File: config.mk
export PLATFORM = sky130hd
export DESIGN_NAME = button_press_classifier_unit
export DESIGN_NICKNAME = d
export VERILOG_FILES = /design/src/bpc_pkg.sv /design/src/bpc_csr.sv /design/src/bpc_core.sv /design/src/button_press_classifier_unit.sv
export SDC_FILE = /design/constraint.sdc
export NUM_CORES = 1
export LEC_CHECK = 0
export BUFFER_PORTS_ARGS = -buffer_cell sky130_fd_sc_hd__buf_2
export CAP_MARGIN = 20
export CORE_MARGIN = 8
export CORE_UTILIZATION = 44
export CTS_CLUSTER_DIAMETER = 150
export DETAILED_ROUTE_END_ITERATION = 8
export GPL_TIMING_DRIVEN = 0
export MAX_ROUTING_LAYER = met4
export PLACE_DENSITY_LB_ADDON = 0.1
export SYNTH_ARGS = -nofsm -noshare
export SYNTH_HDL_FRONTEND = slang
export SYNTH_SLANG_ARGS = --single-unit
File: constraint.sdc
create_clock -name clock -period 3.1 [get_ports clock]
set_clock_uncertainty 0.2 [all_clocks]
set_input_delay 0.62 -clock clock [delete_from_list [all_inputs] [get_ports clock]]
set_output_delay 0.62 -clock clock [all_outputs]
set_load 0.01 [all_outputs]
File: src/bpc_pkg.sv
`timescale 1ns / 1ps

package bpc_pkg;

   // register indexes on the csr port
   typedef enum logic [0:0] {
      REG_LONG_PRESS_TICKS = 1'b0,
      REG_SHORT_HOLD_TICKS = 1'b1
   } csr_index_type;

   localparam int CSR_DATA_WIDTH = 8;
   localparam int CSR_INDEX_WIDTH = 1;

   localparam logic [CSR_DATA_WIDTH-1:0] LONG_PRESS_RESET = 8'd150;
   localparam logic [CSR_DATA_WIDTH-1:0] SHORT_HOLD_RESET = 8'd50;

   // configuration seen by the core
   typedef struct packed {
      logic [CSR_DATA_WIDTH-1:0] long_press_ticks;
      logic [CSR_DATA_WIDTH-1:0] short_hold_ticks;
   } cfg_type;

   // one result item
   typedef struct packed {
      logic press_edge;
      logic short_release;
      logic long_held;
      logic long_held_edge;
      logic short_held;
      logic short_held_edge;
   } result_type;

endpackage

File: src/bpc_csr.sv
`timescale 1ns / 1ps

module bpc_csr (
   input  logic                                clock,
   input  logic                                reset,
   input  logic                                csr_write_enable,
   input  logic [bpc_pkg::CSR_INDEX_WIDTH-1:0] csr_index,
   input  logic [bpc_pkg::CSR_DATA_WIDTH-1:0]  csr_write_data,
   output bpc_pkg::cfg_type                    cfg
);

   bpc_pkg::cfg_type cfg_ff;
   bpc_pkg::cfg_type cfg_in;

   // register write decode
   always_comb begin
      cfg_in = cfg_ff;
      if (csr_write_enable) begin
         case (bpc_pkg::csr_index_type'(csr_index))
            bpc_pkg::REG_LONG_PRESS_TICKS: cfg_in.long_press_ticks = csr_write_data;
            bpc_pkg::REG_SHORT_HOLD_TICKS: cfg_in.short_hold_ticks = csr_write_data;
            default: cfg_in = cfg_ff;
         endcase
      end
   end

   always_ff @(posedge clock) begin
      if (reset) begin
         cfg_ff.long_press_ticks <= bpc_pkg::LONG_PRESS_RESET;
         cfg_ff.short_hold_ticks <= bpc_pkg::SHORT_HOLD_RESET;
      end else begin
         cfg_ff <= cfg_in;
      end
   end

   assign cfg = cfg_ff;

endmodule

File: src/bpc_core.sv
`timescale 1ns / 1ps

module bpc_core #(
   parameter int COUNT_WIDTH = 8
) (
   input  logic                 clock,
   input  logic                 reset,
   input  logic                 step,
   input  logic                 pin_level,
   input  bpc_pkg::cfg_type     cfg,
   output bpc_pkg::result_type  result
);

   localparam int CW = bpc_pkg::CSR_DATA_WIDTH;
   localparam int WIDE = (COUNT_WIDTH > CW) ? COUNT_WIDTH : CW;
   localparam logic [WIDE-1:0] COUNT_MAX = WIDE'({COUNT_WIDTH{1'b1}});

   logic                   previous_sample_ff, previous_sample_in;
   logic                   debounced_level_ff, debounced_level_in;
   logic [COUNT_WIDTH-1:0] hold_count_ff, hold_count_in;
   logic                   release_flag_ff, release_flag_in;
   logic                   long_flag_ff, long_flag_in;
   logic                   short_flag_ff, short_flag_in;

   logic            level;
   logic [WIDE-1:0] hold_wide;
   logic [WIDE-1:0] long_wide;
   logic [WIDE-1:0] limit;

   // debounce: pressed only when two matching high samples
   assign level = pin_level & (pin_level == previous_sample_ff);

   // long limit clipped to what the counter can hold
   assign hold_wide = WIDE'(hold_count_ff);
   assign long_wide = WIDE'(cfg.long_press_ticks);
   assign limit     = (long_wide < COUNT_MAX) ? long_wide : COUNT_MAX;

   // per-item state update
   always_comb begin
      previous_sample_in = pin_level;
      debounced_level_in = level;
      hold_count_in      = hold_count_ff;
      release_flag_in    = release_flag_ff;
      long_flag_in       = long_flag_ff;
      short_flag_in      = short_flag_ff;
      if (level) begin
         if (hold_wide < limit) begin
            hold_count_in = hold_count_ff + COUNT_WIDTH'(1);
         end else begin
            long_flag_in = 1'b1;
         end
         // short threshold is checked against the updated count
         if (WIDE'(hold_count_in) > WIDE'(cfg.short_hold_ticks)) begin
            short_flag_in = 1'b1;
         end
      end else begin
         release_flag_in = (hold_count_ff != '0) && (hold_wide < limit);
         hold_count_in   = '0;
         long_flag_in    = 1'b0;
         short_flag_in   = 1'b0;
      end
   end

   // result of the item being taken this cycle
   always_comb begin
      result.press_edge      = level & ~debounced_level_ff;
      result.short_release   = release_flag_in;
      result.long_held       = long_flag_in;
      result.long_held_edge  = long_flag_in & ~long_flag_ff;
      result.short_held      = short_flag_in;
      result.short_held_edge = short_flag_in & ~short_flag_ff;
   end

   always_ff @(posedge clock) begin
      if (reset) begin
         previous_sample_ff <= 1'b0;
         debounced_level_ff <= 1'b0;
         hold_count_ff      <= '0;
         release_flag_ff    <= 1'b0;
         long_flag_ff       <= 1'b0;
         short_flag_ff      <= 1'b0;
      end else if (step) begin
         previous_sample_ff <= previous_sample_in;
         debounced_level_ff <= debounced_level_in;
         hold_count_ff      <= hold_count_in;
         release_flag_ff    <= release_flag_in;
         long_flag_ff       <= long_flag_in;
         short_flag_ff      <= short_flag_in;
      end
   end

endmodule

File: src/button_press_classifier_unit.sv
`timescale 1ns / 1ps

// Button debounce with short and long press detection. Each req item is one
// sampling tick of the raw pin; each produces exactly one rsp item of six
// flags. Each item takes a single state update into the result register,
// and a new item is taken every cycle while the result register is empty
// or being drained. Thresholds must be written on the csr port (index 0 long
// press ticks, index 1 short hold ticks) only while no item is in flight,
// unenforced by the block; long limit clipped to the hold counter's maximum.
module button_press_classifier_unit #(
   parameter int COUNT_WIDTH = 8
) (
   input  logic                                clock,
   input  logic                                reset,
   input  logic                                csr_write_enable,
   input  logic [bpc_pkg::CSR_INDEX_WIDTH-1:0] csr_index,
   input  logic [bpc_pkg::CSR_DATA_WIDTH-1:0]  csr_write_data,
   input  logic                                req_valid,
   output logic                                req_ready,
   input  logic                                req_pin_level,
   output logic                                rsp_valid,
   input  logic                                rsp_ready,
   output logic                                rsp_press_edge,
   output logic                                rsp_short_release,
   output logic                                rsp_long_held,
   output logic                                rsp_long_held_edge,
   output logic                                rsp_short_held,
   output logic                                rsp_short_held_edge
);

   bpc_pkg::cfg_type    cfg;
   bpc_pkg::result_type result;
   bpc_pkg::result_type result_ff;
   logic                rsp_valid_ff, rsp_valid_in;
   logic                step;

   bpc_csr u_csr (
      .clock            (clock),
      .reset            (reset),
      .csr_write_enable (csr_write_enable),
      .csr_index        (csr_index),
      .csr_write_data   (csr_write_data),
      .cfg              (cfg)
   );

   // accept while the result register is free or emptying
   assign req_ready = ~rsp_valid_ff | rsp_ready;
   assign step      = req_valid & req_ready;

   bpc_core #(
      .COUNT_WIDTH (COUNT_WIDTH)
   ) u_core (
      .clock     (clock),
      .reset     (reset),
      .step      (step),
      .pin_level (req_pin_level),
      .cfg       (cfg),
      .result    (result)
   );

   // result register
   assign rsp_valid_in = step | (rsp_valid_ff & ~rsp_ready);

   always_ff @(posedge clock) begin
      if (reset) begin
         rsp_valid_ff <= 1'b0;
      end else begin
         rsp_valid_ff <= rsp_valid_in;
      end
   end

   always_ff @(posedge clock) begin
      if (step) begin
         result_ff <= result;
      end
   end

   assign rsp_valid           = rsp_valid_ff;
   assign rsp_press_edge      = result_ff.press_edge;
   assign rsp_short_release   = result_ff.short_release;
   assign rsp_long_held       = result_ff.long_held;
   assign rsp_long_held_edge  = result_ff.long_held_edge;
   assign rsp_short_held      = result_ff.short_held;
   assign rsp_short_held_edge = result_ff.short_held_edge;

   // an accepted item always shows up in the next cycle
   a_accept_to_rsp: assert property (@(posedge clock) disable iff (reset)
      step |=> rsp_valid_ff)
      else $error("accepted item did not reach the result register");

   // edges only with their held flag
   a_long_edge: assert property (@(posedge clock) disable iff (reset)
      rsp_valid_ff && result_ff.long_held_edge |-> result_ff.long_held)
      else $error("long edge without long held");

   a_short_edge: assert property (@(posedge clock) disable iff (reset)
      rsp_valid_ff && result_ff.short_held_edge |-> result_ff.short_held)
      else $error("short edge without short held");

   // nothing pending right after reset
   a_reset_empty: assert property (@(posedge clock)
      $past(reset) |-> !rsp_valid_ff)
      else $error("result valid after reset");

endmodule
After elaboration in Yosys (flattened, before gate mapping) --
Index checks and enable logic that the tools add are counted.
Storage, ports and cells: flip-flop bits (word level) 36, bits in latches 0, RAM bits 0, bits in read-only memories 0, output and inout bits 8, logic and storage cells 47, memories 0
Operators by class: add/sub/neg operators 1, multiply operators 0, div/mod/pow operators 0, magnitude comparators 3, equal/unequal tests 1, shifts and indexed selects 0, muxes and demuxes 9, bitwise logic cells 14, reductions and logical operators 4
Operator list (count):
- 8-bit 2-to-1 mux | 4
- 8-bit by 1-bit adder with 8-bit output, second input constant | 1
- 8-bit greater-than comparator | 1
- 8-bit less-than comparator | 1
- 8-bit less-than comparator, second input constant | 1
- 8-bit nonzero test | 1
- 1-bit AND | 6
- 1-bit inverter | 6
- 1-bit 2-to-1 mux | 5
- 2-bit AND reduction | 2
- 1-bit OR | 2
- 1-bit equality test | 1
- 1-bit logical AND | 1

Depth between registers and ports, before layout --
Gate-level depths: netlist of the first run.
depth after elaboration 9, mapped depth 14, depth with buffers taken out 13

By module --
From an unflattened synthesis of the first run, not the netlist that was laid out.
Second synthesis, totals: cell total of the unflattened synthesis 233, area, all modules 2135.8 µm²
By module, submodules not included:
- bpc_core | instances 1, cells each 155, area each 1232.4 µm², seq. area each 260.2 µm²
- bpc_csr | instances 1, cells each 67, area each 668.1 µm², seq. area each 320.3 µm²
- button_press_classifier_unit | instances 1, cells each 11, area each 235.2 µm², seq. area each 200.2 µm²

Worst setup path before layout of the first run --
Ideal clock, no wire load.
kind reg-to-reg, start register u_core.hold_count_ff[1], end register result_ff, in the netlist rsp_short_held (data pin), library setup time 263 ps, data arrival time 2633 ps, slack 4 ps, cell stages (with the launch flop) 14, path buffers 1, path through dfxtp_1 ha_1 or4_4 a21oi_2 o31ai_2 buf_2 nor3_1 xor2_1 ha_1 nand2_1 nor2_1 a211oi_1 a22o_1 a21oi_1
RTL lines:
- from (decl) | RTL line bpc_core.sv:20 | logic [COUNT_WIDTH-1:0] hold_count_ff, hold_count_in;
- from (signal assigned) | RTL line bpc_core.sv:85 | hold_count_ff <= hold_count_in;
- to (signal assigned) | RTL line button_press_classifier_unit.sv:74 | result_ff <= result;
- to (decl) | RTL line button_press_classifier_unit.sv:33 | bpc_pkg::result_type result_ff;

==> impl_metrics.yaml, run 1 <==
pwr:
  swShare: 0.244
  power_density_nw_per_um2: 373
  p_seq_frac: 0.528
  ir_drop_v: 0.000222
  power.clock.fraction: 0.362
  leakage_nw: 1.07
  p_int_w: 0.000711
  switchingPower_w: 0.000230
  p_comb_frac: 0.110
  total_power_w: 0.000941
sta:
  tightest_slew_ns: 0.567
  min_period_over_period: 1.04
  clock.fmax_ghz: 0.309
  fin_crit_ns: 3.23
  setup_viol: 3
  holdWs_ns: 0.254
  slew_viol_final: 0
  fin_setup_tns_ns: -0.307
  rsz0062_at_grt: "yes"
  setup_slack_ns: -0.134
  slew_headroom: 0.622
  hold_viol: 0
place:
  port_buffers: 22
  post-place-ws_ns: -0.425
  gp_congestion: 0.867
  place_hpwl_um: 3580
routing:
  initialDrtViolationCount: 113
  wirelength_um: 5070
  firstDrtPassIters: 4
  route.detailed.drc: 0
  vias: 1822
  wl_per_cell_um: 15.3
  via_per_inst: 5.50
  ant_nets: 0
layout:
  syn2layout_area_growth_pct: 26.7
  antenna_cells: 0
  final_nets: 310
  fin_util: 0.580
  drive_above_1_share: 0.265
synth:
  synth_warnings: 0
  async_flop_share: 0
  synth_top_area_share: 0.301
  synth-main-ff-cell: "dfxtp_1"
  synth_edf_count: 6
  ys_seq_area_frac: 0.392
  synth.most_common_cell: "nand2_1"
  synthTopCellsByArea: "dfxtp_1, ha_1, edfxtp_1"
  synth_nets: 273
  synth-seq-cells: 36
  synth_largest_area_cell: "dfxtp_1"
  syn_inst: 241
  synth_area_um2: 1990
  synthDistinctLibCells: 41
  synthTopCellsByCount: "nand2_1, dfxtp_1, inv_1"
  syn_avg_cell_area_um2: 8.27
critical_path:
  critPathArrivalTime_ns: 3.06
  slowest_delay_ns: 0.54
  critPathRequiredTime_ns: 2.93
  cp-end-kind: "flip-flop"
  crit_path_start_kind: "flip-flop"
  cp_slowest_cell: "or4_4"
  worstPathMaxFanout: 7
  crit_chain: "inv_2 > ha_4 > or4_4 > a21oi_4 > buf_6 > o31ai_4 > nor3_2 > xor2_1 > ha_1 > nand2_1 > nor2_1 > a211oi_2 > a22o_1 > a21oi_1"
  worstSetupPathType: "flip-flop to flip-flop"
status:
  failed_checks: "setup timing"
  status: "complete, but fails checks"
cts:
  ctsHoldBuffers: 0
  cts_sinks: 36
  numCtsBuffers: 5
  cts.clk_slew.worst_paths_ns: 0.07
  h-tree-depth: 2
  cts_tree: "done"
  clk_path_buf_depth: 2
  clkLatencyLatePin_ns: 0.28
  cts_root_buf: "clkbuf_8"
die:
  rows: 24
  die-area_um2: 6940
  dieWidth_um: 83.3
  ios: 23
  die_h_um: 83.3
  core_area_um2: 4350
  initial_core_util: 0.458
global_route:
  track_usage: 0.150
  overflow: 0
  grt_max_degree: 12
  antenna_found_initial: 0
  grt_pass1_vias: 1730
  grt_pass1_wl_um: 8270
job:
  maxCapViolCount: 0
min_path:
  hold_class: "flip-flop to flip-flop"
[critical path, delay by kind of cell, from the launching register on]
kind | cells | cell delay (ns)
compound gates | 5 | 0.73
buf+inv | 2 | 0.16
fa+ha+maj | 2 | 0.45
xor+xnor | 1 | 0.29
simple gates | 4 | 0.81
flops | 1 | 0.32
[power groups by stage]
stage | registers [W] | clock network, W | logic (W)
floorplan | 0.000510 | 0 | 0.0000530
global placement | 0.000508 | 0 | 0.0000891
detailed placement | 0.000509 | 0 | 0.0000894
CTS | 0.000498 | 0.000352 | 0.0000981
global route | 0.000499 | 0.000371 | 0.000115
finish | 0.000497 | 0.000341 | 0.000103
[cell families after synthesis]
family / after synthesis / synth area share
buffers and inverters: 37 / 0.0709
and+or+nand+nor: 88 / 0.208
muxes: 1 / 0.00565
adders and majority gates: 17 / 0.107
AOI/OAI and AO/OA: 55 / 0.186
xor gates and xnor gates: 7 / 0.0308
DFF: 36 / 0.392
[final cells by class]
type                       instances  area, µm²
tap                               52       65.1
buffer                            12       52.6
fill                             399       1830
clock buffer                       8       90.1
multi-input combinational        168       1250
timing repair buffer              31        181
sequential                        36        795
inverter                          24       90.1
[flip-flops by register name, summed over array words and instances (netlist names)]
name	count
rsp_valid	1
rsp_short_held	1
u_core.long_flag_ff	1
rsp_short_release	1
u_core.previous_sample_ff	1
u_core.hold_count_ff	8
rsp_long_held_edge	1
rsp_long_held	1
u_core.short_flag_ff	1
u_csr.cfg	16
rsp_short_held_edge	1
u_core.release_flag_ff	1
u_core.debounced_level_ff	1
rsp_press_edge	1
[metal layers]
layer / track usage / wire length, µm
met1: 0.198 / 2560
met5: - / 0
met4: 0.0559 / 74
met2: 0.215 / 2260
met3: 0.0332 / 172
[final timing paths]
check / cells after the start / endpoint / startpoint / slack (ns)
hold / removal: 2 / u_csr.cfg[11]$_SDFFE_PP0P_ / u_csr.cfg[11]$_SDFFE_PP0P_ / 0.25
setup / recovery: 14 / rsp_short_held$_DFFE_PP_ / u_csr.cfg[10]$_SDFFE_PP1P_ / -0.13
setup reg to reg: 14 / rsp_short_held$_DFFE_PP_ / u_csr.cfg[10]$_SDFFE_PP1P_ / -0.13
hold reg to reg: 2 / u_csr.cfg[11]$_SDFFE_PP0P_ / u_csr.cfg[11]$_SDFFE_PP0P_ / 0.25
[cells in the final DEF, fill, tap and decap left out, types with 4 or more instances in the layout]
| cell | synthesis | layout |
|---|---|---|
| clkbuf_1 | 10 | 12 |
| dfxtp_2 | 0 | 5 |
| ha_1 | 17 | 10 |
| a21oi_1 | 21 | 17 |
| inv_1 | 24 | 22 |
| o211ai_1 | 10 | 10 |
| nor2_1 | 11 | 11 |
| nand4_1 | 6 | 6 |
| nand3_1 | 10 | 7 |
| edfxtp_1 | 6 | 6 |
| a31oi_1 | 5 | 5 |
| ha_4 | 0 | 4 |
| buf_2 | 2 | 22 |
| nand2_1 | 42 | 41 |
| buf_4 | 0 | 8 |
| o311ai_0 | 4 | 4 |
| dfxtp_1 | 30 | 23 |
| clkbuf_8 | 0 | 6 |
| a21oi_2 | 1 | 4 |
[timing repair]
action	in CTS	in global routing
resized for setup	33	10
pin swaps	18	17
endpoints found under the setup margin	3	3
setup buffers	7	2
[per-stage QoR]
step	cell area, µm²	instances
floorplan	1990	241
global placement	2170	315
detailed placement	2170	315
CTS	2450	329
global route	2520	331
finish	2520	331
Note: power is estimated with default switching activity, not from simulation.
==> inputs of run 2 (changes only) <==
- clock period: 3.1 -> 3.73 ns (I/O delays scaled with it)
==> run 2 against run 1 <==
The run now ends clean. Maximum frequency decreased by 7.9%. Critical path depth shrank 1. Die area unchanged. Global-route usage down 0.81 points. Power shrank 18%. Sequential share of layout area grew 2.9 points. First-iteration DRC count is 17% higher. Non-clock buffer count down 9. Sequential power fell by 17%. Critical path type unchanged. Highest routed layer unchanged.
==> impl_metrics.yaml, run 2 (same netlist as run 1, synthesis figures left out) <==
die:
  core_area_um2: 4350
  ios: 23
  dieWidth_um: 83.3
  initial_core_util: 0.458
  die_h_um: 83.3
  die-area_um2: 6940
  rows: 24
sta:
  slew_headroom: 0.577
  rsz0062_at_grt: "no"
  holdWs_ns: 0.258
  tightest_slew_ns: 0.634
  setup_viol: 0
  setup_slack_ns: 0.219
  slew_viol_final: 0
  min_period_over_period: 0.941
  fin_setup_tns_ns: 0
  hold_viol: 0
  fin_crit_ns: 3.51
  clock.fmax_ghz: 0.285
layout:
  antenna_cells: 0
  fill_cells: 438
  final_nets: 301
  syn2layout_area_growth_pct: 14.0
  drive_above_1_share: 0.126
  final_common_cell: "nand2_1"
  seq_area_um2: 781
  largest_reg_flops: 16
  multiInputGateArea_um2: 1090
  layout_common_cells: "nand2_1, dfxtp_1, inv_1"
pwr:
  power_density_nw_per_um2: 339
  p_comb_frac: 0.096
  switchingPower_w: 0.000185
  p_seq_frac: 0.537
  swShare: 0.240
  ir_drop_v: 0.000184
  total_power_w: 0.000771
  power.clock.fraction: 0.367
  leakage_nw: 1.00
  p_int_w: 0.000586
cts:
  clk_path_buf_depth: 2
  h-tree-depth: 2
  numCtsBuffers: 5
  ctsHoldBuffers: 0
  cts_sinks: 36
  cts_setup_buffers: 0
  cts_tree: "done"
  clkLatencyLatePin_ns: 0.28
  cts_root_buf: "clkbuf_8"
  cts.clk_slew.worst_paths_ns: 0.07
  cts_resized: 0
global_route:
  grt.busiest_layer: "met2"
  grt_pass1_wl_um: 7820
  use_met3: 0.0322
  grt_use_met2: 0.199
  track_usage: 0.141
  grt_pass1_vias: 1635
  grt_max_degree: 12
  overflow: 0
  antenna_found_initial: 0
  globalRouteMet1Util: 0.190
routing:
  firstDrtPassIters: 4
  initialDrtViolationCount: 132
  wl_per_cell_um: 14.7
  route.detailed.drc: 0
  ant_nets: 0
  via_per_inst: 5.43
  vias: 1748
  wirelength_um: 4720
critical_path:
  endpoint: "rsp_short_held$_DFFE_PP_"
  timing.rr.end: "rsp_short_held$_DFFE_PP_"
  worstSetupPathType: "flip-flop to flip-flop"
  r2r-start: "u_core.hold_count_ff[1]$_SDFFE_PP0P_"
  critPathArrivalTime_ns: 3.34
  critPathRequiredTime_ns: 3.56
  regToRegSetupSlack_ns: 0.22
  startpoint: "u_core.hold_count_ff[1]$_SDFFE_PP0P_"
  cp-end-kind: "flip-flop"
  crit_path_start_kind: "flip-flop"
  r2r_cells: 13
  worstPathMaxFanout: 10
status:
  status: "finished clean"
place:
  place_hpwl_um: 3580
  gp_congestion: 0.867
  post-place-ws_ns: 0.205
  port_buffers: 22
job:
  maxCapViolCount: 0
min_path:
  hold_class: "flip-flop to flip-flop"
-- run 2: cell types whose count changed in the layout (fill, tap and decap cells not counted), sizes merged --
| cell | previous run | this run |
|---|---|---|
| clkbuf | 18 | 19 |
| buf | 33 | 23 |
-- run 2: layout make-up --
class,instances,share of cell area
timing repair buffer,22,0.0485
sequential,36,0.344
multi-input combinational,168,0.479
inverter,24,0.0396
tap,52,0.0286
buffer,12,0.0215
clock buffer,8,0.0396
-- run 2: power groups by stage --
stage | clock network (W) | logic (W) | registers [W]
after floorplan | 0 | 0.0000440 | 0.000424
after global placement | 0 | 0.0000740 | 0.000423
after detailed placement | 0 | 0.0000743 | 0.000423
after CTS | 0.000293 | 0.0000746 | 0.000414
after global routing | 0.000308 | 0.0000847 | 0.000415
final | 0.000283 | 0.0000744 | 0.000414
-- run 2: per-layer routing --
metal	part of all wire	wire length, µm	vias up
met5	0	0	-
li1	-	-	907
met4	0.015	71	0
met1	0.50	2360	803
met2	0.44	2090	32
met3	0.042	197	6
-- run 2: worst min-delay path by stage --
stage / start / cells after the start / end / slack (ns)
after floorplan: u_csr.cfg[11]$_SDFFE_PP0P_ / 2 / u_csr.cfg[11]$_SDFFE_PP0P_ / 0.24
after global placement: u_csr.cfg[6]$_SDFFE_PP0P_ / 2 / u_csr.cfg[6]$_SDFFE_PP0P_ / 0.25
after detailed placement: u_csr.cfg[6]$_SDFFE_PP0P_ / 2 / u_csr.cfg[6]$_SDFFE_PP0P_ / 0.25
after CTS: u_csr.cfg[6]$_SDFFE_PP0P_ / 2 / u_csr.cfg[6]$_SDFFE_PP0P_ / 0.26
after global routing: u_csr.cfg[8]$_SDFFE_PP0P_ / 2 / u_csr.cfg[8]$_SDFFE_PP0P_ / 0.28
final: u_csr.cfg[11]$_SDFFE_PP0P_ / 2 / u_csr.cfg[11]$_SDFFE_PP0P_ / 0.26
-- run 2: through the flow --
step | util | cells | instance area, µm²
2_1_floorplan | - | 241 | 1990
3_3_place_gp | 0.498 | 315 | 2170
3_5_place_dp | 0.498 | 315 | 2170
4_1_cts | 0.519 | 323 | 2260
5_1_grt | 0.522 | 322 | 2270
6_report | 0.522 | 322 | 2270
-- run 2: critical path: stages, from the launching register on --
cell	delay, ns
dfxtp_1	0.39
ha_1	0.21
or4_4	0.53
a21oi_2	0.18
o31a_1	0.21
clkbuf_4	0.23
nand3_1	0.13
xnor2_2	0.18
ha_1	0.31
a21oi_1	0.13
nor2_1	0.05
a211oi_1	0.23
a22o_1	0.22
a21oi_1	0.07
